<file path="src/rtl/core/matrix_multiply_transposable_core_assert.svh">
// Assertion macros shared by the matrix multiply core
`ifndef MATRIX_MULTIPLY_TRANSPOSABLE_CORE_ASSERT_SVH
`define MATRIX_MULTIPLY_TRANSPOSABLE_CORE_ASSERT_SVH
`ifndef ASSERT_OFF
// same-cycle implication
`define MMT_ASSERT_IMPLIES(label, clk, rst, ante, cons) \
   label: assert property (@(posedge clk) disable iff (rst) (ante) |-> (cons)) \
      else $error("assertion failed");
// next-cycle implication
`define MMT_ASSERT_NEXT(label, clk, rst, ante, cons) \
   label: assert property (@(posedge clk) disable iff (rst) (ante) |=> (cons)) \
      else $error("assertion failed");
`else
`define MMT_ASSERT_IMPLIES(label, clk, rst, ante, cons)
`define MMT_ASSERT_NEXT(label, clk, rst, ante, cons)
`endif
`endif

</file>
<file path="src/rtl/core/mmt_pkg.sv">
// Package: types, codes and default sizes of the matrix multiply core
`timescale 1ns / 1ps
package mmt_pkg;

   // default sizes
   localparam int MAX_DIM_DEF    = 8;
   localparam int MAX_ELEMS_DEF  = 64;
   localparam int DATA_WIDTH_DEF = 32;

   // fixed port widths
   localparam int VALUE_W  = 32;
   localparam int INDEX_W  = 6;
   localparam int OPCODE_W = 2;
   localparam int CSR_IDX_W = 2;
   localparam int CSR_DATA_W = 4;

   typedef enum logic [OPCODE_W-1:0] {
      OP_WRITE_A,
      OP_WRITE_B,
      OP_COMPUTE
   } opcode_type;

   typedef enum logic [1:0] {
      LAYOUT_PLAIN,
      LAYOUT_A_T,
      LAYOUT_B_T
   } layout_type;

   typedef enum logic [CSR_IDX_W-1:0] {
      CFG_LAYOUT,
      CFG_INNER,
      CFG_ROWS,
      CFG_COLS
   } cfg_index_type;

   typedef enum logic [1:0] {
      ST_IDLE,
      ST_RUN,
      ST_DRAIN
   } seq_state_type;

   // one term of the multiply-accumulate walk as it moves down the pipe
   typedef struct packed {
      logic               valid;
      logic               first;  // first term of an element
      logic               fin;    // final term of an element
      logic               last;   // element is the final one of the product
      logic [INDEX_W-1:0] idx;    // column-major result index
   } term_ctrl_type;

endpackage

</file>
<file path="src/rtl/core/mmt_mac.sv">
// Shared multiply-accumulate unit with fraction shift, saturation and result register
`timescale 1ns / 1ps
module mmt_mac
   import mmt_pkg::*;
#(
   parameter int DATA_WIDTH = DATA_WIDTH_DEF,
   parameter int MAX_DIM    = MAX_DIM_DEF
) (
   input  logic                         clock,
   input  logic                         reset,
   input  term_ctrl_type                term_in,
   input  logic signed [DATA_WIDTH-1:0] opa,
   input  logic signed [DATA_WIDTH-1:0] opb,
   output logic                         rsp_valid,
   output logic signed [VALUE_W-1:0]    rsp_prod_value,
   output logic [INDEX_W-1:0]           rsp_prod_index,
   output logic                         rsp_overflowed,
   output logic                         rsp_last_elem
);

   localparam int PW   = 2 * DATA_WIDTH;
   localparam int ACCW = PW + $clog2(MAX_DIM) + 1;
   localparam int FRAC = DATA_WIDTH / 2;
   localparam int SHW  = ACCW - FRAC;
   localparam logic signed [DATA_WIDTH-1:0] MAXV = {1'b0, {(DATA_WIDTH-1){1'b1}}};
   localparam logic signed [DATA_WIDTH-1:0] MINV = {1'b1, {(DATA_WIDTH-1){1'b0}}};

   term_ctrl_type                term2_ff, term3_ff;
   logic signed [PW-1:0]         prod_ff, prod_in;
   logic signed [ACCW-1:0]       acc_ff, acc_in;
   logic signed [SHW-1:0]        shifted;
   logic [SHW-DATA_WIDTH:0]      top_bits;
   logic                         ovf;
   logic signed [DATA_WIDTH-1:0] sat_val;
   logic                         rsp_valid_ff;
   logic signed [VALUE_W-1:0]    value_ff;
   logic [INDEX_W-1:0]           index_ff;
   logic                         ovf_ff, last_ff;

   // multiply stage
   assign prod_in = PW'(opa) * PW'(opb);

   // accumulate stage: restart on the first term of each element
   always_comb begin
      acc_in = acc_ff;
      if (term2_ff.valid) begin
         acc_in = term2_ff.first ? ACCW'(prod_ff) : acc_ff + ACCW'(prod_ff);
      end
   end

   // floor shift by the fraction bits, then clamp to the data range
   always_comb begin
      shifted  = acc_ff[ACCW-1:FRAC];
      top_bits = shifted[SHW-1:DATA_WIDTH-1];
      ovf      = !((&top_bits) || !(|top_bits));
      if (ovf) begin
         sat_val = shifted[SHW-1] ? MINV : MAXV;
      end else begin
         sat_val = shifted[DATA_WIDTH-1:0];
      end
   end

   always_ff @(posedge clock) begin
      if (reset) begin
         term2_ff     <= '0;
         term3_ff     <= '0;
         rsp_valid_ff <= 1'b0;
      end else begin
         term2_ff     <= term_in;
         term3_ff     <= term2_ff;
         rsp_valid_ff <= term3_ff.valid && term3_ff.fin;
      end
   end

   always_ff @(posedge clock) begin
      prod_ff <= prod_in;
      acc_ff  <= acc_in;
      if (term3_ff.valid && term3_ff.fin) begin
         value_ff <= VALUE_W'(sat_val);
         index_ff <= term3_ff.idx;
         ovf_ff   <= ovf;
         last_ff  <= term3_ff.last;
      end
   end

   assign rsp_valid      = rsp_valid_ff;
   assign rsp_prod_value = value_ff;
   assign rsp_prod_index = index_ff;
   assign rsp_overflowed = ovf_ff;
   assign rsp_last_elem  = last_ff;

`include "matrix_multiply_transposable_core_assert.svh"

   `MMT_ASSERT_NEXT(a_fin_gives_word, clock, reset, term3_ff.valid && term3_ff.fin, rsp_valid)
   `MMT_ASSERT_IMPLIES(a_ovf_on_rail, clock, reset, rsp_valid && rsp_overflowed,
                       rsp_prod_value == VALUE_W'(MAXV) || rsp_prod_value == VALUE_W'(MINV))
   `MMT_ASSERT_IMPLIES(a_restart_at_boundary, clock, reset,
                       term2_ff.valid && !term2_ff.first,
                       $past(term2_ff.valid) && !$past(term2_ff.fin))

endmodule
</file>
<file path="config.mk">
export PLATFORM = sky130hd
export DESIGN_NAME = mmt_mac
export DESIGN_NICKNAME = d
export VERILOG_FILES = /design/src/rtl/core/mmt_pkg.sv /design/src/rtl/core/mmt_mac.sv
export VERILOG_INCLUDE_DIRS = /design/src /design/src/rtl/core
export SDC_FILE = /design/constraint.sdc
export NUM_CORES = 2
export LEC_CHECK = 0
export BUFFER_PORTS_ARGS = -buffer_cell sky130_fd_sc_hd__buf_2
export CORE_UTILIZATION = 39
export DETAILED_ROUTE_END_ITERATION = 8
export RECOVER_POWER = 25
export SLEW_MARGIN = 20
export SYNTH_ARGS = -nofsm -noshare
export SYNTH_HDL_FRONTEND = slang
export SYNTH_SLANG_ARGS = --single-unit
</file>
<file path="constraint.sdc">
create_clock -name clock -period 10.5 [get_ports clock]
set_input_delay 2.1 -clock clock [delete_from_list [all_inputs] [get_ports clock]]
set_output_delay 2.1 -clock clock [all_outputs]
set_load 0.05 [all_outputs]
</file>
; Word level (Yosys, flattened, before mapping)
; Index checks and enable logic that the tools add are counted.
[word_totals]
reg_bits = 192
latch_bits = 0
ram_bits = 0
mem_bits_ro = 0
n_memories = 0
[classes]
add_sub_neg = 1
multipliers = 1
div = 0
n_lt_le_gt_ge = 0
n_eq_ne = 0
shift = 0
mux = 3
bitwise = 0
reduce_logical = 6
[ops]
columns = op, n
row1 = adder 68 x 64 -> 68 bit, 1
row2 = 2-to-1 mux 68 bit, 1
row3 = multiplier 32 x 32 -> 64 bit, 1
row4 = 2-to-1 mux 32 bit, 2
row5 = AND reduction 21 bit, 1
row6 = OR reduction 21 bit, 1
row7 = logical NOT 1 bit, 2
row8 = logical AND 1 bit, 1
row9 = logical OR 1 bit, 1

; Longest topological paths before layout
[depth]
depth_word = 4
ltp_mapped = 28
ltp_nobuf = 27

; Worst setup path after synthesis
; OpenSTA, ideal clock, no wires.
[synth_path]
kind = input-to-reg
from = input opb[2]
to = register prod_ff[62]
setup_ps = 72
t_arrival_ps = 9520
t_required_ps = 10428
setup_slack_ps = 908
path_stages = 24
path_buffers = 2
cell_sequence = clkbuf_1 -> nand2_1 -> inv_1 -> fa_1 -> fa_1 -> fa_1 -> fa_1 -> fa_1 -> fa_1 -> fa_1 -> fa_1 -> ha_1 -> buf_6 -> and3_1 -> and2_4 -> a221o_1 -> a221o_1 -> or3_1 -> a41oi_2 -> o21ai_2 -> a211oi_2 -> o21bai_2 -> a221oi_2 -> xnor2_1
[synth_via]
elab_chain_len = 1
[synth_rtl]
columns = element, line_no
row1 = "start, declared", mmt_mac.sv:13  ; input logic signed [DATA_WIDTH-1:0] opb,
row2 = multiplier 32 x 32 -> 64 bit, mmt_mac.sv:41  ; assign prod_in = PW'(opa) * PW'(opb);
row3 = net prod_in[62], mmt_mac.sv:29  ; logic signed [PW-1:0] prod_ff, prod_in;
row4 = "end signal, assigned", mmt_mac.sv:76  ; prod_ff <= prod_in;
row5 = "end, declared", mmt_mac.sv:29
; The timed path passes the listed nets, and every way through them passes these cells.
; A chain may end at the register's enable or synchronous reset.

; Final worst setup path
[layout_path]
from = input opb[6]
to = register prod_ff[59]
; The elaborated chain is that of the path after synthesis.

==> impl_metrics.yaml <==
route:
  drt-total-wl_mm: 123
  wl_met3_mm: 9.52
  drc: 0
  drt_iter0_markers: 2194
  firstDrtPassIters: 5
  ant_nets: 0
  vias: 32300
  wl_met1_mm: 57.4
  vias_per_cell: 5.08
  drt-wirelength-per-cell_um: 19.3
  highest_layer: "met5"
  met2WireLength_mm: 53.7
clock_tree:
  path_clk_slew_ns: 0.08
  cts-root-buf: "clkbuf_16"
  htree_levels: 4
  cts_resized: 0
  postCtsHoldBufs: 0
  insertion_delay_ns: 0.46
  numCtsBuffers: 17
  cts_setup_buffers: 0
  cts_tree: "done"
  max-clock-path-buffers: 2
  clock_sink_count: 192
logic_synthesis:
  ys_seq_area_share_pct: 10.7
  async_reset_ff_share_pct: 0
  syn_area_mm2: 0.0460
  synthTopCellsByArea: "fa_1 47%, inv_1 8.1%, and2_1 7.1%"
  synth-edff-count: 108
  yosys_most_used_dff: "edfxtp_1"
  ys_ff_latch: 192
  synth_cell_types: 76
  yosysTopAreaCell: "fa_1"
  synth.top_cell.area_share_pct: 47.1
  yosys_warnings: 0
  syn_avg_cell_area_um2: 9.51
  netlist_instances: 4840
  synth_fp_nets: 6250
floorplanning:
  core_area_mm2: 0.117
  die_x_um: 346
  die_h_um: 346
  rows: 125
  start_util_pct: 39.5
  dieArea_mm2: 0.119
  pin_count: 117
grt:
  antenna_found_initial: 7
  grt_pass1_vias: 34800
  overflow: 0
  grt_pass1_wl_mm: 196
  grt_max_degree: 76
  grt_util_all_layers_pct: 20.9
final_layout:
  final_nets: 6223
  synthToLayoutAreaGrowth_pct: 6.10
  seq_area_mm2: 0.00493
  multi_input_area_mm2: 0.0364
  fillers: 11500
  drive_gt1_share_pct: 5.20
  stdcell_area_mm2: 0.0488
  layout_common_cells: "1,083 x fa_1, 995 x inv_1, 616 x nand2_1"
  final_common_cell: "fa_1"
critical_path:
  max_stage_delay_ns: 0.56
  worstPathArrival_ns: 10.12
  cpMostUsedCell: "fa_1"
  cp_slowest_cell: "fa_1"
  cp-start-kind: "input pin"
  cp_max_fo: 24
  crit_buf_inv: 5
  worstSetupPathType: "input pin to register"
  worstPathRequired_ns: 10.89
  endpoint_kind: "register"
  cp_top_family: "adder cells"
sta:
  rsz0062_at_grt: "false"
  fin_setup_tns_ns: 0
  slew_headroom_pct: -180
  finalHoldViolations: 0
  fin_worst_skew_ns: 0.0170
  setup_viol: 0
  tightestPinTransition_ns: 4.20
  slew_viol_final: 174
  clock.fmax_mhz: 103
  timing.final.crit_share_pct: 92.6
  period_needed_ns: 9.73
place:
  hpwl_mm: 102
  io_buffers: 116
  gp_congestion: 0.918
  place_area_mm2: 0.0483
hold_path:
  hold_class: "register to register"
flow_run:
  drv_cap: 3
status:
  violations: "capacitance limit, slew limit"
  status: "finished with violations"
==> state kept, by name, indices dropped and copies added (netlist names) <==
signal          count
prod_ff            64
rsp_overflowed      1
term3_ff            9
rsp_last_elem       1
rsp_valid           1
rsp_prod_index      6
acc_ff             68
rsp_prod_value     32
term2_ff           10
==> cell usage after synthesis, types with 5 or more instances <==
cell / number
and2_1: 526
nor2_1: 103
edfxtp_1: 108
inv_1: 995
a221o_1: 5
a21o_1: 113
and4_1: 6
nand2b_1: 21
dfxtp_1: 84
nor2b_1: 37
a31oi_1: 15
o21a_1: 16
a21oi_1: 128
o21bai_1: 23
a211oi_1: 13
nor3b_1: 6
nand2_1: 616
o211ai_1: 13
and3_1: 12
fa_1: 1083
o21ai_0: 125
nor4_1: 9
xor2_1: 49
nand4_1: 28
a21boi_0: 5
nand3_1: 28
xnor2_1: 79
ha_1: 251
clkbuf_1: 241
nor3_1: 16
==> final cells by class <==
| type | count | area share (%) |
|---|---|---|
| multi-input combinational | 3407 | 74.6 |
| sequential | 192 | 10.1 |
| inverter | 995 | 7.65 |
| tap | 1524 | 3.90 |
| timing repair buffer | 200 | 2.52 |
| clock buffer | 18 | 0.899 |
| clock inverter | 14 | 0.295 |
| antenna | 3 | 0.0154 |
==> final timing paths <==
path,end,cells after the start,slack (ns),startpoint
setup / recovery,prod_ff[59]$_DFF_P_,26,0.77,opb[6]
hold / removal,rsp_last_elem$_DFFE_PP_,0,0.41,term3_ff[6]$_SDFF_PP0_
hold reg to reg,rsp_last_elem$_DFFE_PP_,0,0.41,term3_ff[6]$_SDFF_PP0_
setup reg to reg,acc_ff[60]$_DFFE_PP_,12,6.14,acc_ff[34]$_DFFE_PP_
==> through the flow <==
stage	setup slack (ns)	hold WS [ns]	utilization, %	cells
global route	0.310	0.418	41.9	6350
detailed placement	0.272	0.389	41.4	6318
floorplan	0.908	0.386	-	4840
global placement	0.356	0.385	41.4	6318
CTS	0.751	0.410	41.9	6350
finish	0.772	0.411	41.9	6353
==> cell families after synthesis <==
kind of cell	Yosys count	synth area share [%]
simple gates	1426	15.5
fa+ha+maj	1334	53.9
buf+inv	1241	10.1
compound gates	515	7.25
flops	192	10.7
xor+xnor	128	2.44
mux	4	0.0897
==> metal layers <==
layer | up-vias | global-route usage (%)
li1 | 14500 | -
met1 | 16600 | 30.7
met2 | 1000 | 32.3
met3 | 111 | 3.96
met4 | 2 | 4.07
met5 | - | 0
Power is left out: the tool's default activity adds up to more than one toggle a clock period on the data nets, which glitch-free logic cannot reach.
