### src/rtl/core/matrix_multiply_transposable_core_assert.svh
// Assertion macros shared by the matrix multiply core
`ifndef MATRIX_MULTIPLY_TRANSPOSABLE_CORE_ASSERT_SVH
`define MATRIX_MULTIPLY_TRANSPOSABLE_CORE_ASSERT_SVH
`ifndef ASSERT_OFF
// same-cycle implication
`define MMT_ASSERT_IMPLIES(label, clk, rst, ante, cons) \
   label: assert property (@(posedge clk) disable iff (rst) (ante) |-> (cons)) \
      else $error("assertion failed");
// next-cycle implication
`define MMT_ASSERT_NEXT(label, clk, rst, ante, cons) \
   label: assert property (@(posedge clk) disable iff (rst) (ante) |=> (cons)) \
      else $error("assertion failed");
`else
`define MMT_ASSERT_IMPLIES(label, clk, rst, ante, cons)
`define MMT_ASSERT_NEXT(label, clk, rst, ante, cons)
`endif
`endif

### src/rtl/core/mmt_pkg.sv
// Package: types, codes and default sizes of the matrix multiply core
`timescale 1ns / 1ps
package mmt_pkg;

   // default sizes
   localparam int MAX_DIM_DEF    = 8;
   localparam int MAX_ELEMS_DEF  = 64;
   localparam int DATA_WIDTH_DEF = 32;

   // fixed port widths
   localparam int VALUE_W  = 32;
   localparam int INDEX_W  = 6;
   localparam int OPCODE_W = 2;
   localparam int CSR_IDX_W = 2;
   localparam int CSR_DATA_W = 4;

   typedef enum logic [OPCODE_W-1:0] {
      OP_WRITE_A,
      OP_WRITE_B,
      OP_COMPUTE
   } opcode_type;

   typedef enum logic [1:0] {
      LAYOUT_PLAIN,
      LAYOUT_A_T,
      LAYOUT_B_T
   } layout_type;

   typedef enum logic [CSR_IDX_W-1:0] {
      CFG_LAYOUT,
      CFG_INNER,
      CFG_ROWS,
      CFG_COLS
   } cfg_index_type;

   typedef enum logic [1:0] {
      ST_IDLE,
      ST_RUN,
      ST_DRAIN
   } seq_state_type;

   // one term of the multiply-accumulate walk as it moves down the pipe
   typedef struct packed {
      logic               valid;
      logic               first;  // first term of an element
      logic               fin;    // final term of an element
      logic               last;   // element is the final one of the product
      logic [INDEX_W-1:0] idx;    // column-major result index
   } term_ctrl_type;

endpackage

### src/rtl/core/mmt_ram.sv
// Generic RAM: one write port, one read port with registered read data
`timescale 1ns / 1ps
module mmt_ram #(
   parameter int WIDTH = 32,
   parameter int DEPTH = 64
) (
   input  logic                     clock,
   input  logic                     wr_en,
   input  logic [$clog2(DEPTH)-1:0] wr_addr,
   input  logic [WIDTH-1:0]         wr_data,
   input  logic [$clog2(DEPTH)-1:0] rd_addr,
   output logic [WIDTH-1:0]         rd_data
);

   logic [WIDTH-1:0] mem_ff [DEPTH];
   logic [WIDTH-1:0] rd_data_ff;

   always_ff @(posedge clock) begin
      if (wr_en) begin
         mem_ff[wr_addr] <= wr_data;
      end
      rd_data_ff <= mem_ff[rd_addr];
   end

   assign rd_data = rd_data_ff;

endmodule

### src/rtl/core/mmt_store.sv
// Operand stores A and B with per-entry valid bits (unwritten entries read zero)
`timescale 1ns / 1ps
module mmt_store
   import mmt_pkg::*;
#(
   parameter int DATA_WIDTH = DATA_WIDTH_DEF,
   parameter int MAX_DIM    = MAX_DIM_DEF,
   parameter int MAX_ELEMS  = MAX_ELEMS_DEF,
   localparam int AW = $clog2(MAX_ELEMS),
   localparam int SPAN = (MAX_DIM * MAX_DIM > MAX_ELEMS) ? MAX_DIM * MAX_DIM : MAX_ELEMS,
   localparam int IW = $clog2(SPAN)
) (
   input  logic                         clock,
   input  logic                         reset,
   input  logic                         wr_en,
   input  logic                         wr_to_b,
   input  logic [AW-1:0]                wr_addr,
   input  logic [DATA_WIDTH-1:0]        wr_data,
   input  logic [IW-1:0]                addr_a,
   input  logic [IW-1:0]                addr_b,
   input  term_ctrl_type                term_in,
   output term_ctrl_type                term_out,
   output logic signed [DATA_WIDTH-1:0] opa,
   output logic signed [DATA_WIDTH-1:0] opb
);

   logic [MAX_ELEMS-1:0]  va_ff, va_in;
   logic [MAX_ELEMS-1:0]  vb_ff, vb_in;
   logic                  live_a_ff, live_a_in;
   logic                  live_b_ff, live_b_in;
   term_ctrl_type         term_ff;
   logic [DATA_WIDTH-1:0] rd_a, rd_b;
   logic                  ok_a, ok_b;

   // storage
   mmt_ram #(.WIDTH(DATA_WIDTH), .DEPTH(MAX_ELEMS)) u_ram_a (
      .clock   (clock),
      .wr_en   (wr_en && !wr_to_b),
      .wr_addr (wr_addr),
      .wr_data (wr_data),
      .rd_addr (addr_a[AW-1:0]),
      .rd_data (rd_a)
   );

   mmt_ram #(.WIDTH(DATA_WIDTH), .DEPTH(MAX_ELEMS)) u_ram_b (
      .clock   (clock),
      .wr_en   (wr_en && wr_to_b),
      .wr_addr (wr_addr),
      .wr_data (wr_data),
      .rd_addr (addr_b[AW-1:0]),
      .rd_data (rd_b)
   );

   // operand addresses past the store read as zero
   assign ok_a = ({1'b0, addr_a} < (IW+1)'(MAX_ELEMS));
   assign ok_b = ({1'b0, addr_b} < (IW+1)'(MAX_ELEMS));

   // valid bits and read qualifiers
   always_comb begin
      va_in = va_ff;
      vb_in = vb_ff;
      if (wr_en && !wr_to_b) begin
         va_in[wr_addr] = 1'b1;
      end
      if (wr_en && wr_to_b) begin
         vb_in[wr_addr] = 1'b1;
      end
      live_a_in = ok_a && va_ff[addr_a[AW-1:0]];
      live_b_in = ok_b && vb_ff[addr_b[AW-1:0]];
   end

   always_ff @(posedge clock) begin
      if (reset) begin
         va_ff     <= '0;
         vb_ff     <= '0;
         live_a_ff <= 1'b0;
         live_b_ff <= 1'b0;
         term_ff   <= '0;
      end else begin
         va_ff     <= va_in;
         vb_ff     <= vb_in;
         live_a_ff <= live_a_in;
         live_b_ff <= live_b_in;
         term_ff   <= term_in;
      end
   end

   assign opa      = live_a_ff ? signed'(rd_a) : '0;
   assign opb      = live_b_ff ? signed'(rd_b) : '0;
   assign term_out = term_ff;

endmodule

### config.mk
export PLATFORM = sky130hd
export DESIGN_NAME = mmt_store
export DESIGN_NICKNAME = d
export VERILOG_FILES = /design/src/rtl/core/matrix_multiply_transposable_core_assert.svh /design/src/rtl/core/mmt_pkg.sv /design/src/rtl/core/mmt_ram.sv /design/src/rtl/core/mmt_store.sv
export SDC_FILE = /design/constraint.sdc
export NUM_CORES = 2
export LEC_CHECK = 0
export BUFFER_PORTS_ARGS = -buffer_cell sky130_fd_sc_hd__buf_2
export CAP_MARGIN = 20
export CORE_MARGIN = 4
export CORE_UTILIZATION = 35
export CTS_CLUSTER_DIAMETER = 150
export DETAILED_ROUTE_END_ITERATION = 10
export PLACE_DENSITY_LB_ADDON = 0.12
export SLEW_MARGIN = 20
export SYNTH_ARGS = -nofsm -noshare
export SYNTH_HDL_FRONTEND = slang
export SYNTH_SLANG_ARGS = --single-unit
### constraint.sdc
create_clock -name clock -period 5 [get_ports clock]
set_clock_uncertainty 0.1 [all_clocks]
set_input_delay 1 -clock clock [delete_from_list [all_inputs] [get_ports clock]]
set_output_delay 1 -clock clock [all_outputs]
set_load 0.02 [all_outputs]
-- Yosys cells after proc, flatten, opt, wreduce, memory -nomap -nowiden
Memory sizes are Yosys's and may differ from the RTL's. A register that Yosys moved wholly into a read port is not among the register bits.
Cells that the tools add are included.
- multiplexer cells: 12
- bitwise logic cells: 2
- reduce and logical (&&, ||, !) cells: 4
- $lt $le $gt $ge: 4
- operator list (cell ; count):
    64-bit bitwise OR ; 2
    32-bit 2-to-1 mux ; 2
    6-bit by 7-bit less-than comparator with 1-bit output, second input constant ; 3
    1-bit binary-select mux with 6-bit select ; 2
    1-bit 2-to-1 mux ; 7
    1-bit demux with 6-bit select ; 1
    6-bit by 1-bit greater-or-equal comparator with 1-bit output, second input constant ; 1
    1-bit logical AND ; 3
    1-bit zero test ; 1
- output and inout port bits: 74
- RAM bits: 4096
- word-level logic and storage cells: 33
- memories: 2
- register bits after elaboration: 140
- input port bits: 64
- memory list (name ; words ; width ; read ports ; clocked after Yosys merged registers in ; write ports ; RTL line ; RTL):
    u_ram_a.mem_ff ; 64 ; 32 ; 1 ; 1 ; 1 ; mmt_ram.sv:15 ; logic [WIDTH-1:0] mem_ff [DEPTH];
    u_ram_b.mem_ff ; 64 ; 32 ; 1 ; 1 ; 1 ; mmt_ram.sv:15 ;

-- Logic depth before layout (Yosys ltp)
- depth after elaboration: 5
- mapped depth: 10
- gate-level depth less buffers: 5

-- By module
A second synthesis with hierarchy kept.
- cells, all modules: 7284
- area total of the unflattened synthesis: 162885.0 um^2
- by module, submodules not included (module ; sequential area each (um^2) ; instances ; area each (um^2) ; cells each):
    mmt_ram ; 62139.6 ; 2 ; 78515.3 ; 3324
    mmt_store ; 2802.7 ; 1 ; 5854.4 ; 636

-- Worst setup path after synthesis
OpenSTA, ideal clock, no wires.
- path type: input to register
- start point: in wr_addr[2]
- end point: mem u_ram_a.mem_ff[44][0] (enable)
- setup slack: 1.357 ns
- buffers on the path: 1
- stages: 4
- library setup time: 0.423 ns
- data arrival time: 3.120 ns
- cells stage by stage: clkbuf_1 nor3b_1 nand2_1 nor2_1
- RTL lines (item ; RTL line ; RTL):
    start, declared ; mmt_store.sv:17 ; input logic [AW-1:0] wr_addr,
    end, declared ; mmt_ram.sv:15 ;
Straight into the memory's write port.

-- Worst setup path in the final report
- start point: reg live_a_ff
- end point: out opa[4]
- word-level cells in the longest chain between the ends: 1
- RTL lines (item ; RTL line ; RTL):
    start, declared ; mmt_store.sv:29 ; logic live_a_ff, live_a_in;
    start signal, assigned ; mmt_store.sv:82 ; live_a_ff <= live_a_in;
    32-bit 2-to-1 mux ; mmt_store.sv:88 ; assign opa = live_a_ff ? signed'(rd_a) : '0;
    end, declared ; mmt_store.sv:23 ; output logic signed [DATA_WIDTH-1:0] opa,
Every way passes these cells.

==> flow_summary.toml <==
[final_layout]
drive_gt1_share_pct = 29.2
final_common_cell = "edfxtp_1"
nets = 8116
stdcell_area_um2 = 189000
final_cell_mix = "edfxtp_1, mux4_2, clkbuf_16"
final_core_util_pct = 41.0
syn_to_final_growth_pct = 16.5

[grt]
groute.usage.overall_pct = 20.7
grt_pass1_vias = 82500
grt_max_degree = 129
grt_overflow = 0
grt_pass1_wl_um = 686000
antenna_found_initial = 34

[detailed_routing]
final_antenna_net_count = 0
via_per_inst = 5.48
post-route-drc-count = 0
drtIter0Drc = 8236
drt_first_pass_iters = 6
totalWireLength_um = 498000
dr_total_vias = 80000
wl_per_cell_um = 34.1

[pwr]
leakage_nw = 58.7
power_density_nw_per_um2 = 405
max-vdd-ir-drop_uv = 328

[synth]
syn_area_per_cell_um2 = 21.9
syn_area_um2 = 162000
yosys.area.top_type_share_pct = 75.9
synth-seq-cells = 4300
yosys.area.top_type = "edfxtp_1"
ys_types = 43
syn_inst = 7399
yosys_warnings = 0
synth.area.top_cells = "edfxtp_1, mux4_2, dfxtp_1, a22oi_1, nor2_1"
seq_area_frac_synth_pct = 78.4
synthesis.nets = 7463

[floorplan]
fp-row-count = 249
core_um2 = 460000
die_height_um = 688
initial_utilization_pct = 35.2
die_w_um = 688
die_area_um2 = 474000
ios = 138

[placed_design]
dpl-instance-area_um2 = 174000
hpwl_um = 293000
preCtsSetupSlack_ns = 0.351
gp_congestion = 0.773
port_buffers = 137

[cts]
postCtsSetupRepairBufs = 0
cts_made_buffers = 460
cts_resized = 0
cts_buffer_depth = 4
h-tree-depth = 5
cts_tree = "built"
clkLatencyLatePin_ns = 0.99
clkTransAtPathRegs_ns = 0.06
cts.sinks = 4300
root_buffer = "clkbuf_16"
postCtsHoldBufs = 0

[sta]
setup_violations = 0
rsz0062_at_grt = "no"
worstMarginPinSlew_ns = 1.21
maxSlewViolCount = 0
finalHoldViolCount = 0
holdWs_ns = 0.130
period_needed_ns = 3.64
slew_headroom_pct = 19.6
timing.fmax_ghz = 0.275
worst_slack_ns = 1.36
period_share_pct = 72.7

[worst_setup_path]
worstReg2RegEnd = "u_ram_b.rd_data[15]"
crit_slowest_cell = "dfxtp_1"
worst-r2r-cell-count = 6
reg2reg_slack_ns = 2.06
worst-setup-path-type = "reg2out"
startpoint_type = "register"
crit_chain = "buf_4 -> and2_1 -> buf_2"
cp.required_ns = 3.90
timing.rr.start = "u_ram_b.mem_ff[59][15]"
slowest_delay_ns = 0.75
end_kind = "output port"
arrival_ns = 2.54
crit_fanout = 25

[hold_path]
hp-class = "in2reg"
hp-start = "term_in[5]"
hold_depth = 2
holdPathEnd = "term_out[5]"

[flow_run]
cap_viol_max_count = 0

[run_status]
status = "complete, no violations"
## where the power goes
part	leakage, nW	total [W]	internal (W)	switching [W]
Combinational	13.2	0.00390	0.00131	0.00259
Sequential	38.5	0.0398	0.0396	0.000155
Clock	6.99	0.0327	0.0189	0.0139
Total	58.7	0.0764	0.0598	0.0166
## sequential cells by signal, indices dropped and copies added (netlist names)
signal           cells
u_ram_a.mem_ff    2048
u_ram_b.rd_data     32
vb_ff               64
live_a_ff            1
va_ff               64
u_ram_a.rd_data     32
live_b_ff            1
u_ram_b.mem_ff    2048
term_out            10
## per-layer routing
metal / routed length [um] / part of all wire [%] / track usage (%)
met3: 24800 / 5.0 / 2.62
met1: 216000 / 43 / 29.0
met5: 27 / 0.0054 / 0
met4: 10900 / 2.2 / 4.43
met2: 246000 / 49 / 34.8
## worst max path at each step
stage / startpoint / to / cells past startpoint
2_1_floorplan: wr_addr[2] / u_ram_a.mem_ff[44][0] / 4
3_3_place_gp: addr_a[1] / u_ram_a.rd_data[12] / 9
3_5_place_dp: addr_b[0] / u_ram_b.rd_data[15] / 9
4_1_cts: live_a_ff / opa[8] / 3
5_1_grt: live_a_ff / opa[8] / 3
6_report: live_a_ff / opa[4] / 3
## per-stage QoR
step	cells	TNS [ns]	power, W
floorplan	7399	0	0.0423
global placement	13700	-0.946	0.0445
detailed placement	13700	0	0.0445
CTS	14600	0	0.0773
global route	14600	0	0.0790
finish	14600	0	0.0764
## synth_stat cells, drive strengths merged
cell type,number
edfxtp,4096
mux4,1013
nor2,411
a22oi,369
clkbuf,228
buf,211
dfxtp,204
nor2b,149
nand2,127
a21oi,105
a211oi,88
a221oi,78
and2,71
mux2,40
o41ai,35
a22o,34
o22ai,32
or4,20
nand2b,15
mux2i,13
nor3,7
or2,7
nor3b,6
a2111oi,5
nand3b,5
nor4,5
o21ai,5
and3b,4
nand3,4
or3b,3
and3,2
or3,2
a211o,1
inv,1
o2111ai,1
o21ba,1
o311ai,1
## worst max-delay path, delay by kind of cell (launching register included)
family | cells | cell delay [ns]
simple gates | 1 | 0.17
buf+inv | 2 | 0.61
flops | 1 | 0.75
## logic make-up (layout without fill, tap and decap cells)
family	after synthesis	after routing	synth area share, %
AO/OA/AOI/OAI	755	755	3.43
buffers and inverters	440	1473	1.26
flip-flops	4300	4300	78.4
multiplexers	1066	1066	14.4
other	0	24	0
AND/OR/NAND/NOR	838	838	2.43
## final cells by class
cell class	instances	area (um^2)
fillers	40700	272000
flip-flops and latches	4300	127000
multi-input cells	2659	34000
clock buffers	627	12600
well taps	6149	7690
repair buffers	630	5490
clock inverters	215	1770
diodes	24	60.1
inverters	1	3.75
No activity file was read; power rests on OpenSTA's default activity.
