`config.mk`:
```
export PLATFORM = sky130hd
export DESIGN_NAME = mmt_seq
export DESIGN_NICKNAME = d
export VERILOG_FILES = /design/src/rtl/core/mmt_pkg.sv /design/src/rtl/core/mmt_seq.sv
export VERILOG_INCLUDE_DIRS = /design/src /design/src/rtl/core
export SDC_FILE = /design/constraint.sdc
export NUM_CORES = 1
export LEC_CHECK = 0
export BUFFER_PORTS_ARGS = -buffer_cell sky130_fd_sc_hd__buf_2
export CORE_UTILIZATION = 40
export CTS_CLUSTER_DIAMETER = 50
export DETAILED_ROUTE_END_ITERATION = 6
export HOLD_SLACK_MARGIN = 0.12
export PLACE_DENSITY = 0.64
export RECOVER_POWER = 100
export REMOVE_ABC_BUFFERS = 1
export SLEW_MARGIN = 20
export SYNTH_ARGS = -nofsm -noshare
export SYNTH_HDL_FRONTEND = slang
export SYNTH_SLANG_ARGS = --single-unit
```
`constraint.sdc`:
```
create_clock -name clock -period 3.9 [get_ports clock]
set_clock_uncertainty 0.2 [all_clocks]
set_input_delay 0.39 -clock clock [delete_from_list [all_inputs] [get_ports clock]]
set_output_delay 0.39 -clock clock [all_outputs]
set_load 0.1 [all_outputs]
```
`src/rtl/core/matrix_multiply_transposable_core_assert.svh`:
```
// Assertion macros shared by the matrix multiply core
`ifndef MATRIX_MULTIPLY_TRANSPOSABLE_CORE_ASSERT_SVH
`define MATRIX_MULTIPLY_TRANSPOSABLE_CORE_ASSERT_SVH
`ifndef ASSERT_OFF
// same-cycle implication
`define MMT_ASSERT_IMPLIES(label, clk, rst, ante, cons) \
   label: assert property (@(posedge clk) disable iff (rst) (ante) |-> (cons)) \
      else $error("assertion failed");
// next-cycle implication
`define MMT_ASSERT_NEXT(label, clk, rst, ante, cons) \
   label: assert property (@(posedge clk) disable iff (rst) (ante) |=> (cons)) \
      else $error("assertion failed");
`else
`define MMT_ASSERT_IMPLIES(label, clk, rst, ante, cons)
`define MMT_ASSERT_NEXT(label, clk, rst, ante, cons)
`endif
`endif

```
`src/rtl/core/mmt_pkg.sv`:
```
// Package: types, codes and default sizes of the matrix multiply core
`timescale 1ns / 1ps
package mmt_pkg;

   // default sizes
   localparam int MAX_DIM_DEF    = 8;
   localparam int MAX_ELEMS_DEF  = 64;
   localparam int DATA_WIDTH_DEF = 32;

   // fixed port widths
   localparam int VALUE_W  = 32;
   localparam int INDEX_W  = 6;
   localparam int OPCODE_W = 2;
   localparam int CSR_IDX_W = 2;
   localparam int CSR_DATA_W = 4;

   typedef enum logic [OPCODE_W-1:0] {
      OP_WRITE_A,
      OP_WRITE_B,
      OP_COMPUTE
   } opcode_type;

   typedef enum logic [1:0] {
      LAYOUT_PLAIN,
      LAYOUT_A_T,
      LAYOUT_B_T
   } layout_type;

   typedef enum logic [CSR_IDX_W-1:0] {
      CFG_LAYOUT,
      CFG_INNER,
      CFG_ROWS,
      CFG_COLS
   } cfg_index_type;

   typedef enum logic [1:0] {
      ST_IDLE,
      ST_RUN,
      ST_DRAIN
   } seq_state_type;

   // one term of the multiply-accumulate walk as it moves down the pipe
   typedef struct packed {
      logic               valid;
      logic               first;  // first term of an element
      logic               fin;    // final term of an element
      logic               last;   // element is the final one of the product
      logic [INDEX_W-1:0] idx;    // column-major result index
   } term_ctrl_type;

endpackage

```
`src/rtl/core/mmt_seq.sv`:
```
// Sequencer: walks column, row and term counters and generates operand addresses
`timescale 1ns / 1ps
module mmt_seq
   import mmt_pkg::*;
#(
   parameter int MAX_DIM   = MAX_DIM_DEF,
   parameter int MAX_ELEMS = MAX_ELEMS_DEF,
   localparam int DIMW = $clog2(MAX_DIM + 1),
   localparam int SPAN = (MAX_DIM * MAX_DIM > MAX_ELEMS) ? MAX_DIM * MAX_DIM : MAX_ELEMS,
   localparam int IW = $clog2(SPAN)
) (
   input  logic            clock,
   input  logic            reset,
   input  logic            cmd_go,
   input  logic            done_i,
   input  logic [1:0]      layout,
   input  logic [DIMW-1:0] dim_k,
   input  logic [DIMW-1:0] dim_r,
   input  logic [DIMW-1:0] dim_c,
   output logic            busy,
   output term_ctrl_type   term,
   output logic [IW-1:0]   addr_a,
   output logic [IW-1:0]   addr_b
);

   localparam int CW = $clog2(MAX_DIM);

   seq_state_type      state_ff, state_in;
   logic [CW-1:0]      x_ff, x_in;
   logic [CW-1:0]      y_ff, y_in;
   logic [CW-1:0]      i_ff, i_in;
   logic [INDEX_W-1:0] oidx_ff, oidx_in;
   logic               i_end, y_end, x_end;
   logic [IW-1:0]      xw, yw, iw, kw, rw, cw;

   assign i_end = (DIMW'(i_ff) + DIMW'(1) == dim_k);
   assign y_end = (DIMW'(y_ff) + DIMW'(1) == dim_r);
   assign x_end = (DIMW'(x_ff) + DIMW'(1) == dim_c);

   // address generation
   always_comb begin
      xw = IW'(x_ff);
      yw = IW'(y_ff);
      iw = IW'(i_ff);
      kw = IW'(dim_k);
      rw = IW'(dim_r);
      cw = IW'(dim_c);
      case (layout)
         LAYOUT_A_T: begin
            addr_a = yw * kw + iw;
            addr_b = xw * kw + iw;
         end
         LAYOUT_B_T: begin
            addr_a = iw * rw + yw;
            addr_b = iw * cw + xw;
         end
         default: begin
            addr_a = iw * rw + yw;
            addr_b = xw * kw + iw;
         end
      endcase
   end

   // next state and term issue
   always_comb begin
      state_in   = state_ff;
      x_in       = x_ff;
      y_in       = y_ff;
      i_in       = i_ff;
      oidx_in    = oidx_ff;
      term.valid = 1'b0;
      term.first = (i_ff == '0);
      term.fin   = i_end;
      term.last  = x_end && y_end;
      term.idx   = oidx_ff;
      case (state_ff)
         ST_IDLE: begin
            if (cmd_go) begin
               state_in = ST_RUN;
               x_in     = '0;
               y_in     = '0;
               i_in     = '0;
               oidx_in  = '0;
            end
         end
         ST_RUN: begin
            term.valid = 1'b1;
            if (i_end) begin
               i_in    = '0;
               oidx_in = oidx_ff + INDEX_W'(1);
               if (y_end) begin
                  y_in = '0;
                  if (x_end) begin
                     state_in = ST_DRAIN;
                  end else begin
                     x_in = x_ff + CW'(1);
                  end
               end else begin
                  y_in = y_ff + CW'(1);
               end
            end else begin
               i_in = i_ff + CW'(1);
            end
         end
         ST_DRAIN: begin
            if (done_i) begin
               state_in = ST_IDLE;
            end
         end
         default: begin
            state_in = ST_IDLE;
         end
      endcase
   end

   always_ff @(posedge clock) begin
      if (reset) begin
         state_ff <= ST_IDLE;
         x_ff     <= '0;
         y_ff     <= '0;
         i_ff     <= '0;
         oidx_ff  <= '0;
      end else begin
         state_ff <= state_in;
         x_ff     <= x_in;
         y_ff     <= y_in;
         i_ff     <= i_in;
         oidx_ff  <= oidx_in;
      end
   end

   assign busy = (state_ff != ST_IDLE);

`include "matrix_multiply_transposable_core_assert.svh"

   `MMT_ASSERT_IMPLIES(a_idle_no_issue, clock, reset, state_ff == ST_IDLE, !term.valid)
   `MMT_ASSERT_NEXT(a_go_busy, clock, reset, cmd_go && !busy, busy)
   `MMT_ASSERT_IMPLIES(a_last_is_fin, clock, reset, term.valid && term.last && term.fin,
                       state_in == ST_DRAIN)

endmodule

```
* Word-level counts from Yosys, hierarchy flattened
Index checks and enable logic that the tools add are counted.
** Word-level totals
- Register bits after elaboration :: 17
- Latch bits :: 0
- Memory bits (writable) :: 0
- ROM bits :: 0
- Input bits :: 18
- Output and inout port bits :: 23
- Word-level logic and storage cells :: 64
- Memories kept :: 0
** Cells by class
- Add/subtract/negate cells :: 11
- Multipliers :: 4
- Div/mod/pow operators :: 0
- $lt $le $gt $ge :: 0
- Eq/ne operators :: 13
- Shifts and indexed selects :: 0
- Muxes and demuxes :: 22
- Bitwise gates (word level) :: 0
- Reductions and logical operators :: 9
** Operators with widths (count)
- $add 6x3->6 :: 4
- $mul 3x4->6 :: 4
- $mux 6 :: 4
- $mux 3 :: 7
- $pmux 3 s2 :: 3
- $add 3x1->4 const B :: 3
- $eq 4x4->1 :: 3
- $ne 2x2->1 const B :: 6
- $pmux 6 s2 :: 1
- $mux 2 :: 5
- $reduce_and 5->1 :: 2
- $add 3x1->3 const B :: 3
- $add 6x1->6 const B :: 1
- $pmux 2 s3 :: 1
- $eq 2x1->1 const B :: 2
- $eq 2x2->1 const B :: 2
- $reduce_bool 2->1 :: 2
- $logic_not 3->1 :: 1
- $reduce_and 3->1 :: 1
- $logic_not 2->1 :: 1
- $reduce_and 2->1 :: 1
- $logic_and 1x1->1 :: 1
- $mux 1 :: 1

* Longest topological paths before layout
Gate-level depths: netlist of the first run.
- Depth after elaboration :: 6
- Depth in mapped cells :: 13
- Depth with buffers taken out :: 12

* Worst setup path before layout of the first run
Ideal clock, no wire load.
- Path kind :: register to output
- From :: reg y_ff[2]
- To :: out addr_a[5]
- Arrival :: 4.824 ns
- Required time :: 3.310 ns
- Slack :: -1.514 ns
- Stages on the path, launching flop included :: 13
- Buffers on the path :: 1
- Cells stage by stage :: dfxtp_1 clkbuf_1 nand2_1 fa_1 inv_1 fa_1 inv_1 fa_1 inv_1 a21o_1 a21oi_1 xnor2_1 o21ai_0
** Between the ends
- Longest elaborated chain between the ends :: 3
- Elaborated cells between the ends (all ways) :: 4
- Classes of those cells :: add/sub (2); mul (1); mux (1)
** Ends and longest elaborated chain
- start: declaration :: line mmt_seq.sv:30 : logic [CW-1:0] y_ff, y_in;
- start signal: assignment :: line mmt_seq.sv:126 : y_ff <= y_in;
- $mul 3x4->6 :: line mmt_seq.sv:50 : addr_a = yw * kw + iw;
- $add 6x3->6 :: line mmt_seq.sv:50
- $mux 6 (*)
- end: declaration :: line mmt_seq.sv:22 : output logic [IW-1:0] addr_a,
Every way passes the cells marked *; elsewhere a longest branch is shown, timed or not.

* Worst setup path in the final report of the first run
- From :: reg i_ff[2]
- To :: out addr_a[5]
** Between the ends
- Longest elaborated chain between the ends :: 3
- Elaborated cells between the ends (all ways) :: 4
- Classes of those cells :: add/sub (2); mul (1); mux (1)
** Ends and longest elaborated chain
- start: declaration :: line mmt_seq.sv:31 : logic [CW-1:0] i_ff, i_in;
- start signal: assignment :: line mmt_seq.sv:127 : i_ff <= i_in;
- $mul 3x4->6 :: line mmt_seq.sv:54, mmt_seq.sv:58
- $add 6x3->6 :: line mmt_seq.sv:54, mmt_seq.sv:58
- $mux 6 (*)
Marked as above.

==> flow_metrics.env, run 1 <==
export IMPL_grt_usage_pct=17.4
export IMPL_hpwl_mm=4.84
export IMPL_worstPathArrival_ps=3110
export IMPL_hold_viol=0
export IMPL_grt_ovfl_total=0
export IMPL_synth_cell_types=62
export IMPL_async_flop_share_pct=0
export IMPL_vias_per_cell=5.03
export IMPL_required_ps=3310
export IMPL_outcome="finished clean"
export IMPL_start_kind="flop"
export IMPL_slew_limit_headroom_pct=20.8
export IMPL_cts_tree="yes"
export IMPL_rsz0062_at_grt="false"
export IMPL_ant_nets=0
export IMPL_insertion_delay_ps=260
export IMPL_drt_iter0_markers=89
export IMPL_gp_congestion=0.755
export IMPL_slew_viol_final=0
export IMPL_drive_gt1_share_pct=17.6
export IMPL_dr_total_vias=2315
export IMPL_area_growth_pct=12.6
export IMPL_crit_path_max_incr_delay_ps=540
export IMPL_peakVddDrop_mv=0.222
export IMPL_routed_wl_mm=6.00
export IMPL_cts_clk_slew_worst_paths_ps=60
export IMPL_place_inst=456
export IMPL_syn_inst=327
export IMPL_synth_edff_count=0
export IMPL_final_nets=444
export IMPL_power_leakage_nw=1.66
export IMPL_io_buffers=40
export IMPL_fmax_ghz=0.270
export IMPL_rows=30
export IMPL_clock_sinks=17
export IMPL_min_path_cells=5
export IMPL_drc_errors=0
export IMPL_grt_antenna_before_repair=0
export IMPL_final_cell_area_mm2=0.00315
export IMPL_ys_ff_latch=17
export IMPL_finalSetupViolCount=0
export IMPL_chipWidth_um=85.7
export IMPL_tightest_slew_ps=1190
export IMPL_layout_worst_path_cycle_share_pct=94.9
export IMPL_crit_buf_inv=4
export IMPL_critPathMaxFanout=6
export IMPL_crit_type="reg -> out"
export IMPL_core_area_mm2=0.00679
export IMPL_fin_crit_ps=3700
export IMPL_die_y_um=85.7
export IMPL_power_density_mw_per_mm2=152
export IMPL_post_dp_cell_area_mm2=0.00322
export IMPL_yosysSeqAreaShare_pct=12.2
export IMPL_cpLargestDelayFamily="adder cells"
export IMPL_holdCritPathClass="in -> reg"
export IMPL_die_area_mm2=0.00734
export IMPL_drt_pass1_iterations=4
export IMPL_cp_end_kind="output pin"
export IMPL_path_common_cell="inv_1"
export IMPL_crit_chain="nand2_1, fa_1, inv_1, fa_1, inv_1, fa_2, inv_1, a21o_1, a21oi_1, xnor2_1, nand2_1, o21ai_2, clkbuf_8"
export IMPL_grt_pass1_vias=2223
export IMPL_diodes=0
export IMPL_cp_depth=13
export IMPL_root_buffer="clkbuf_8"
export IMPL_post_drt_wl_per_cell_um=13.0
export IMPL_io_pins=41
export IMPL_grt_max_degree=18
export IMPL_htree_levels=1
export IMPL_start_util_pct=41.2
export IMPL_reg2reg_depth=9
export IMPL_clock_path_buffers=2
export IMPL_avgSynthCellArea_um2=8.56
export IMPL_maxCapViolations=0
export IMPL_ys_dominant_reg_cell="dfxtp_1"
export IMPL_numCtsBuffers=3
export IMPL_cp_slowest_cell="fa_1"
export IMPL_final_cells=460
export IMPL_ys_warn_count=0
export IMPL_grt_pass1_wl_mm=10.2
export IMPL_synth_area_mm2=0.00280
kinds of logic (layout without fill, tap and decap cells):
logic type | after synthesis | after routing | synth area share (%)
adders and majority gates | 61 | 61 | 31.5
and+or+nand+nor | 95 | 95 | 18.5
buffers and inverters | 56 | 93 | 8.49
AOI/OAI and AO/OA | 62 | 62 | 17.5
DFF | 17 | 17 | 12.2
xor gates and xnor gates | 29 | 29 | 9.07
muxes | 7 | 7 | 2.73
final cells by class:
cell class	instances	area [um^2]
Tap cell	96	120
Multi-Input combinational cell	254	2180
Fill cell	688	3640
Inverter	40	151
Clock buffer	4	45.0
Timing Repair Buffer	49	309
Sequential cell	17	347
what timing repair did:
action	CTS	global route
gates cloned	0	0
gates resized for setup	3	10
pin swaps	0	3
setup endpoints to repair	2	2
hold buffers	0	0
setup buffers	0	0
routing by layer:
metal / vias up / share of wire [%] / global-route usage [%]
met5: - / 0 / 0
met1: 1097 / 48 / 22.8
met4: 0 / 0.98 / 3.33
met2: 38 / 48 / 30.7
met3: 6 / 2.7 / 2.21
li1: 1174 / - / -
cells in the final DEF (no fill, tap or decap), types with 9 or more instances in the layout:
master / count
nor2_1: 10
and2_1: 20
buf_2: 19
fa_1: 15
xnor2_1: 17
clkbuf_1: 15
a21o_1: 11
dfxtp_1: 14
inv_1: 38
ha_1: 45
xor2_1: 12
nand2_1: 38
buf_4: 9
a21oi_1: 18
metrics by stage:
stage	total power [mW]	TNS [ps]	setup WS, ps	hold WS, ps	util [%]
finish	0.481	0	198	270	46.4
global route	0.505	0	30.6	292	46.4
CTS	0.500	0	29.8	267	48.2
global placement	0.364	0	194	303	47.4
detailed placement	0.367	0	126	311	47.4
floorplan	0.310	-7540	-1400	254	-
worst min-delay path: stages:
cell	delay, ps
buf_2	80
nor2_1	30
nand2_1	50
o21a_1	100
nor2_1	30
Yosys cell counts (2+ instances only):
| library cell | n | area [um^2] |
|---|---|---|
| xnor2_1 | 17 | 149 |
| a2111oi_2 | 2 | 30.0 |
| a211oi_1 | 2 | 15.0 |
| a21o_1 | 11 | 82.6 |
| mux2i_1 | 2 | 20.0 |
| o21ai_1 | 2 | 10.0 |
| nand2b_1 | 4 | 25.0 |
| buf_2 | 2 | 10.0 |
| dfxtp_1 | 17 | 340 |
| clkbuf_1 | 9 | 33.8 |
| and2_1 | 20 | 125 |
| o21ai_0 | 5 | 25.0 |
| a31oi_1 | 2 | 12.5 |
| xor2_1 | 12 | 105 |
| inv_1 | 38 | 143 |
| buf_4 | 4 | 30.0 |
| nand3b_1 | 4 | 30.0 |
| fa_1 | 16 | 320 |
| a21oi_2 | 2 | 17.5 |
| nand3_1 | 4 | 20.0 |
| ha_1 | 45 | 563 |
| a21oi_1 | 17 | 85.1 |
| nor2_1 | 9 | 33.8 |
| nand2_1 | 38 | 143 |
| mux2_2 | 5 | 56.3 |
| a211oi_2 | 2 | 25.0 |
worst paths after layout:
path                                 from                       end  slack [ps]
setup / recovery     i_ff[2]$_SDFFE_PP0P_                 addr_a[5]         200
hold / removal                     done_i  state_ff[1]$_SDFFE_PP0P_         270
setup reg to reg     i_ff[0]$_SDFFE_PP0P_   oidx_ff[4]$_SDFFE_PP0P_         890
hold reg to reg   oidx_ff[5]$_SDFFE_PP0P_   oidx_ff[5]$_SDFFE_PP0P_         320
power by group:
part | switching (mW) | internal, mW | total [mW]
logic | 0.127 | 0.0413 | 0.168
clock network | 0.0606 | 0.0726 | 0.133
registers | 0.00379 | 0.176 | 0.179
total | 0.191 | 0.289 | 0.481
registers in the layout, indices dropped and copies added (netlist names):
signal	flops
x_ff	3
oidx_ff	6
i_ff	3
y_ff	3
state_ff	2
(Power assumes the default switching activity.)
==> run 2, diff against run 1 <==
- ABC_AREA: not set -> 1
==> run 2 against run 1 <==
  * Worst hold slack got worse by 47 ps
  * Non-clock buffer count grew 3
  * Register-to-register slack gained 30 ps
  * Clock power hardly changed
  * Utilization fell by 0.45 points
  * Combinational power is 150% higher
  * Synthesized area grew 6.3%
  * Largest power group is now combinational logic
  * Highest routed layer unchanged
==> flow_metrics.env, run 2 <==
export IMPL_hpwl_mm=5.56
export IMPL_worstPathArrival_ps=3130
export IMPL_slew_viol_final=0
export IMPL_clock_sinks=17
export IMPL_cp_startpoint="i_ff[2]$_SDFFE_PP0P_"
export IMPL_core_area_mm2=0.00721
export IMPL_htree_levels=1
export IMPL_netlist_top_cells_count="nand2_1, inv_1, ha_1"
export IMPL_holdCritPathClass="in -> reg"
export IMPL_grt_usage_pct=19.4
export IMPL_ys_ff_latch=17
export IMPL_final_nets=570
export IMPL_start_util_pct=41.3
export IMPL_io_buffers=40
export IMPL_synth_largest_area_cell="ha_1"
export IMPL_grt_pass1_wl_mm=12.0
export IMPL_cp_endpoint="addr_a[3]"
export IMPL_timing_setup_tns_ps=0
export IMPL_drt_pass1_iterations=4
export IMPL_rr_endpoint="x_ff[2]$_SDFFE_PP0P_"
export IMPL_io_pins=41
export IMPL_yosysSeqAreaShare_pct=11.4
export IMPL_p_int_uw=354
export IMPL_r2r_start="i_ff[0]$_SDFFE_PP0P_"
export IMPL_fmax_ghz=0.269
export IMPL_cts_clk_slew_worst_paths_ps=70
export IMPL_final_cell_mix="nand2_1, inv_1, ha_1"
export IMPL_final_fill_count=793
export IMPL_async_flop_share_pct=0
export IMPL_synth_area_mm2=0.00298
export IMPL_power_leakage_nw=1.95
export IMPL_routed_wl_mm=6.76
export IMPL_tightest_slew_ps=1170
export IMPL_switching_power_uw=386
export IMPL_register_area_um2=349
export IMPL_rsz0062_at_grt="false"
export IMPL_peakVddDrop_mv=0.209
export IMPL_clock_path_buffers=2
export IMPL_sw_frac_of_total_pct=52.1
export IMPL_required_ps=3310
export IMPL_maxCapViolations=0
export IMPL_numCtsBuffers=3
export IMPL_avgSynthCellArea_um2=6.65
export IMPL_drc_errors=0
export IMPL_cts_hold_buf=0
export IMPL_share_comb_of_total_power_pct=55.8
export IMPL_grt_antenna_before_repair=0
export IMPL_yosysMostFrequentCell="nand2_1"
export IMPL_grt_pass1_vias=2743
export IMPL_p_clk_share_pct=18.4
export IMPL_ant_nets=0
export IMPL_insertion_delay_ps=250
export IMPL_die_y_um=88.3
export IMPL_crit_type="reg -> out"
export IMPL_grt_max_degree=11
export IMPL_vias_per_cell=4.66
export IMPL_largest_reg_flops=6
export IMPL_fin_crit_ps=3720
export IMPL_critPathMaxFanout=8
export IMPL_drt_iter0_markers=91
export IMPL_root_buffer="clkbuf_8"
export IMPL_synth_area_top_cells="ha_1, nand2_1, dfxtp_1"
export IMPL_hold_viol=0
export IMPL_timing_hold_ws_ps=223
export IMPL_timing_reg2reg_setup_slack_ps=920
export IMPL_diodes=0
export IMPL_multiInputGateArea_mm2=0.00215
export IMPL_final_common_cell="nand2_1"
export IMPL_gp_congestion=0.842
export IMPL_ys_dominant_reg_cell="dfxtp_1"
export IMPL_chipWidth_um=88.3
export IMPL_seqPwrFrac_pct=25.8
export IMPL_synth_edff_count=0
export IMPL_synth_top_area_share_pct=18.9
export IMPL_syn_inst=448
export IMPL_slew_limit_headroom_pct=22.4
export IMPL_synth_cell_types=37
export IMPL_top_register="oidx_ff"
export IMPL_layout_worst_path_cycle_share_pct=95.4
export IMPL_die_area_mm2=0.00779
export IMPL_dr_total_vias=2744
export IMPL_ys_warn_count=0
export IMPL_rows=31
export IMPL_reg2reg_depth=11
export IMPL_cp_end_kind="output pin"
export IMPL_grt_ovfl_total=0
export IMPL_drive_gt1_share_pct=11.8
export IMPL_finalSetupViolCount=0
export IMPL_area_growth_pct=11.3
export IMPL_start_kind="flop"
export IMPL_outcome="finished clean"
export IMPL_cts_tree="yes"
export IMPL_post_drt_wl_per_cell_um=11.5
export IMPL_power_density_mw_per_mm2=223
[run 2: worst max-delay path: stages, from the launching register on]
cell and delay, ps:
dfxtp_4 420, nand2_1 90, fa_1 540, inv_1 50, fa_1 540, inv_1 70
fa_1 450, xor2_1 170, o22ai_1 100, buf_2 450
[run 2: what timing repair did]
action / in CTS / in global routing
buffers inserted: 0 / 1
setup endpoints to repair: 1 / 3
resized for setup: 2 / 3
[run 2: worst min path at each step]
stage | startpoint | slack (ps) | end | cells past startpoint
floorplan | reset | 260 | i_ff[1]$_SDFFE_PP0P_ | 1
global placement | oidx_ff[4]$_SDFFE_PP0P_ | 270 | oidx_ff[4]$_SDFFE_PP0P_ | 2
detailed placement | oidx_ff[4]$_SDFFE_PP0P_ | 280 | oidx_ff[4]$_SDFFE_PP0P_ | 2
CTS | reset | 230 | i_ff[2]$_SDFFE_PP0P_ | 2
global route | reset | 240 | i_ff[1]$_SDFFE_PP0P_ | 2
finish | reset | 220 | i_ff[2]$_SDFFE_PP0P_ | 2
[run 2: power by group through the flow]
stage / Clock (mW) / Combinational [mW] / Sequential (mW)
final: 0.136 / 0.413 / 0.191
after global routing: 0.149 / 0.454 / 0.193
after CTS: 0.138 / 0.458 / 0.192
after detailed placement: 0 / 0.455 / 0.196
after global placement: 0 / 0.451 / 0.195
after floorplan: 0 / 0.303 / 0.219
[run 2: kinds of logic (layout without fill, tap and decap cells)]
kind of cell,Yosys count,after routing,share of synthesized area (%)
and+or+nand+nor,203,203,30.1
buffers and inverters,107,149,15.0
adders and majority gates,61,61,29.7
AOI/OAI and AO/OA,43,43,8.45
DFF,17,17,11.4
xor gates and xnor gates,15,15,4.66
muxes,2,2,0.672
[run 2: area by class of cell]
type | count | area share [%]
clock buffer | 4 | 1.36
inverter | 93 | 10.5
multi-input combinational | 324 | 64.9
sequential | 17 | 10.5
tap | 99 | 3.74
timing repair buffer | 52 | 8.98
[run 2: routing by layer]
metal	vias to the layer above	part of all wire (%)	global-route usage (%)
li1	1463	-	-
met1	1233	48	25.2
met2	46	49	35.4
met3	2	2.5	1.12
met4	0	0.36	3.96
met5	-	0	0
[run 2: per-stage QoR]
stage          total power, mW  setup slack, ps  util (%)  instance area (um^2)  cells
2_1_floorplan            0.522             -660         -                  2880    434
3_3_place_gp             0.646              282      47.2                  3410    584
3_5_place_dp             0.650              256      47.2                  3410    584
4_1_cts                  0.787              133      47.9                  3450    588
5_1_grt                  0.795             3.91      46.0                  3320    589
6_report                 0.740              180      46.0                  3320    589
==> run 3, diff against run 2 <==
- CORE_ASPECT_RATIO: not set -> 1.2
==> run 3 against run 2 <==
  * Total power up 0.48%
  * First-iteration DRC count rose by 1.1%
  * Worst hold slack worse by 3.3 ps
  * Combinational power up 1%
  * Via count increased by 0.33%
  * Clock-buffer cell count is the same
  * Clock power fell by 4%
  * Setup slack improved by 21 ps
  * Non-clock buffer count down 3
  * Register-to-register slack got worse by 20 ps
  * Die area is essentially flat
  * Sequential share of layout area is 0.11 points lower
  * Critical endpoint is now addr_a[5]
  * Largest cell class unchanged
==> flow_metrics.env, run 3 (same netlist as run 2, synthesis figures left out) <==
export IMPL_rows=34
export IMPL_outcome="finished clean"
export IMPL_place_inst=573
export IMPL_area_growth_pct=10.9
export IMPL_multiInputGateArea_mm2=0.00215
export IMPL_tightest_slew_ps=1170
export IMPL_final_common_cell="nand2_1"
export IMPL_io_pins=41
export IMPL_power_uw=743
export IMPL_finalSetupViolCount=0
export IMPL_grt_max_degree=12
export IMPL_post_drt_wl_per_cell_um=10.9
export IMPL_register_area_um2=344
export IMPL_start_kind="flop"
export IMPL_cts_clk_slew_worst_paths_ps=60
export IMPL_root_buffer="clkbuf_8"
export IMPL_htree_levels=1
export IMPL_power_density_mw_per_mm2=225
export IMPL_core_area_mm2=0.00723
export IMPL_cts_resized=0
export IMPL_fin_crit_ps=3700
export IMPL_hpwl_mm=5.36
export IMPL_io_buffers=40
export IMPL_timing_setup_tns_ps=0
export IMPL_drt_pass1_iterations=4
export IMPL_die_area_mm2=0.00780
export IMPL_final_fill_count=801
export IMPL_grt_antenna_before_repair=0
export IMPL_critPathMaxFanout=11
export IMPL_required_ps=3310
export IMPL_pre_cts_slack_ps=293
export IMPL_drt_iter0_markers=92
export IMPL_grt_pass1_vias=2579
export IMPL_worstPathArrival_ps=3110
export IMPL_clock_path_buffers=2
export IMPL_final_cell_mix="nand2_1, inv_1, ha_1"
export IMPL_grt_usage_pct=17.8
export IMPL_die_y_um=96.5
export IMPL_cts_tree="yes"
export IMPL_crit_type="reg -> out"
export IMPL_gp_congestion=0.775
export IMPL_peakVddDrop_mv=0.175
export IMPL_drive_gt1_share_pct=11.5
export IMPL_grt_pass1_wl_mm=11.0
export IMPL_insertion_delay_ps=250
export IMPL_cp_end_kind="output pin"
export IMPL_start_util_pct=41.2
export IMPL_largest_reg_flops=6
export IMPL_ant_nets=0
export IMPL_final_util_pct=45.7
export IMPL_clock_sinks=17
export IMPL_holdCritPathClass="in -> reg"
export IMPL_chipWidth_um=80.8
export IMPL_diodes=0
export IMPL_power_leakage_nw=1.94
export IMPL_slew_limit_headroom_pct=22.4
export IMPL_slew_viol_final=0
export IMPL_hold_viol=0
export IMPL_maxCapViolations=0
export IMPL_layout_worst_path_cycle_share_pct=94.8
export IMPL_final_nets=567
export IMPL_post_cts_setup_buffers=0
export IMPL_dr_total_vias=2753
export IMPL_vias_per_cell=4.77
export IMPL_numCtsBuffers=3
export IMPL_final_cells=577
export IMPL_fmax_ghz=0.270
export IMPL_routed_wl_mm=6.30
export IMPL_cts_hold_buf=0
export IMPL_top_register="oidx_ff"
export IMPL_setup_slack_ps=202
export IMPL_drc_errors=0
export IMPL_grt_ovfl_total=0
export IMPL_rsz0062_at_grt="false"
run 3: area by class of cell:
class	instances	area share, %
clock buffer	4	1.36
inverter	93	10.6
timing repair buffer	49	8.98
multi-input combinational	324	65.3
tap	90	3.41
sequential	17	10.4
run 3: path summary, 6_finish.rpt:
path	start	endpoint	slack (ps)	cells after the start
max reg2reg	i_ff[0]$_SDFFE_PP0P_	x_ff[1]$_SDFFE_PP0P_	900	11
min reg2reg	oidx_ff[5]$_SDFFE_PP0P_	oidx_ff[5]$_SDFFE_PP0P_	290	2
min	reset	i_ff[2]$_SDFFE_PP0P_	220	2
max	i_ff[2]$_SDFFE_PP0P_	addr_a[5]	200	12
run 3: worst max-delay path, cell delays in order (launching register included):
cell and delay [ps]:
dfxtp_2 440, nand2_1 110, fa_1 540, inv_1 50, fa_1 530, inv_1 70, fa_1 450, nor2_1 120
a211oi_1 60, xnor2_1 160, nand2_1 60, nand2_1 100, buf_12 180
run 3: routing by layer:
| metal | global-route usage [%] | part of all wire, % |
|---|---|---|
| met4 | 4.17 | 0.78 |
| met1 | 22.6 | 46 |
| met3 | 1.03 | 2.5 |
| met2 | 32.8 | 51 |
| met5 | 0 | 0 |
run 3: per-stage QoR:
step	cell area, um^2	hold WS, ps
after floorplan	2880	259
after global placement	3380	274
after detailed placement	3380	282
after CTS	3420	226
after global routing	3300	241
final	3300	220
run 3: power by group:
group / total, mW / switching, mW / internal (mW)
Sequential: 0.193 / 0.0102 / 0.183
Clock: 0.131 / 0.0586 / 0.0725
Combinational: 0.419 / 0.311 / 0.108
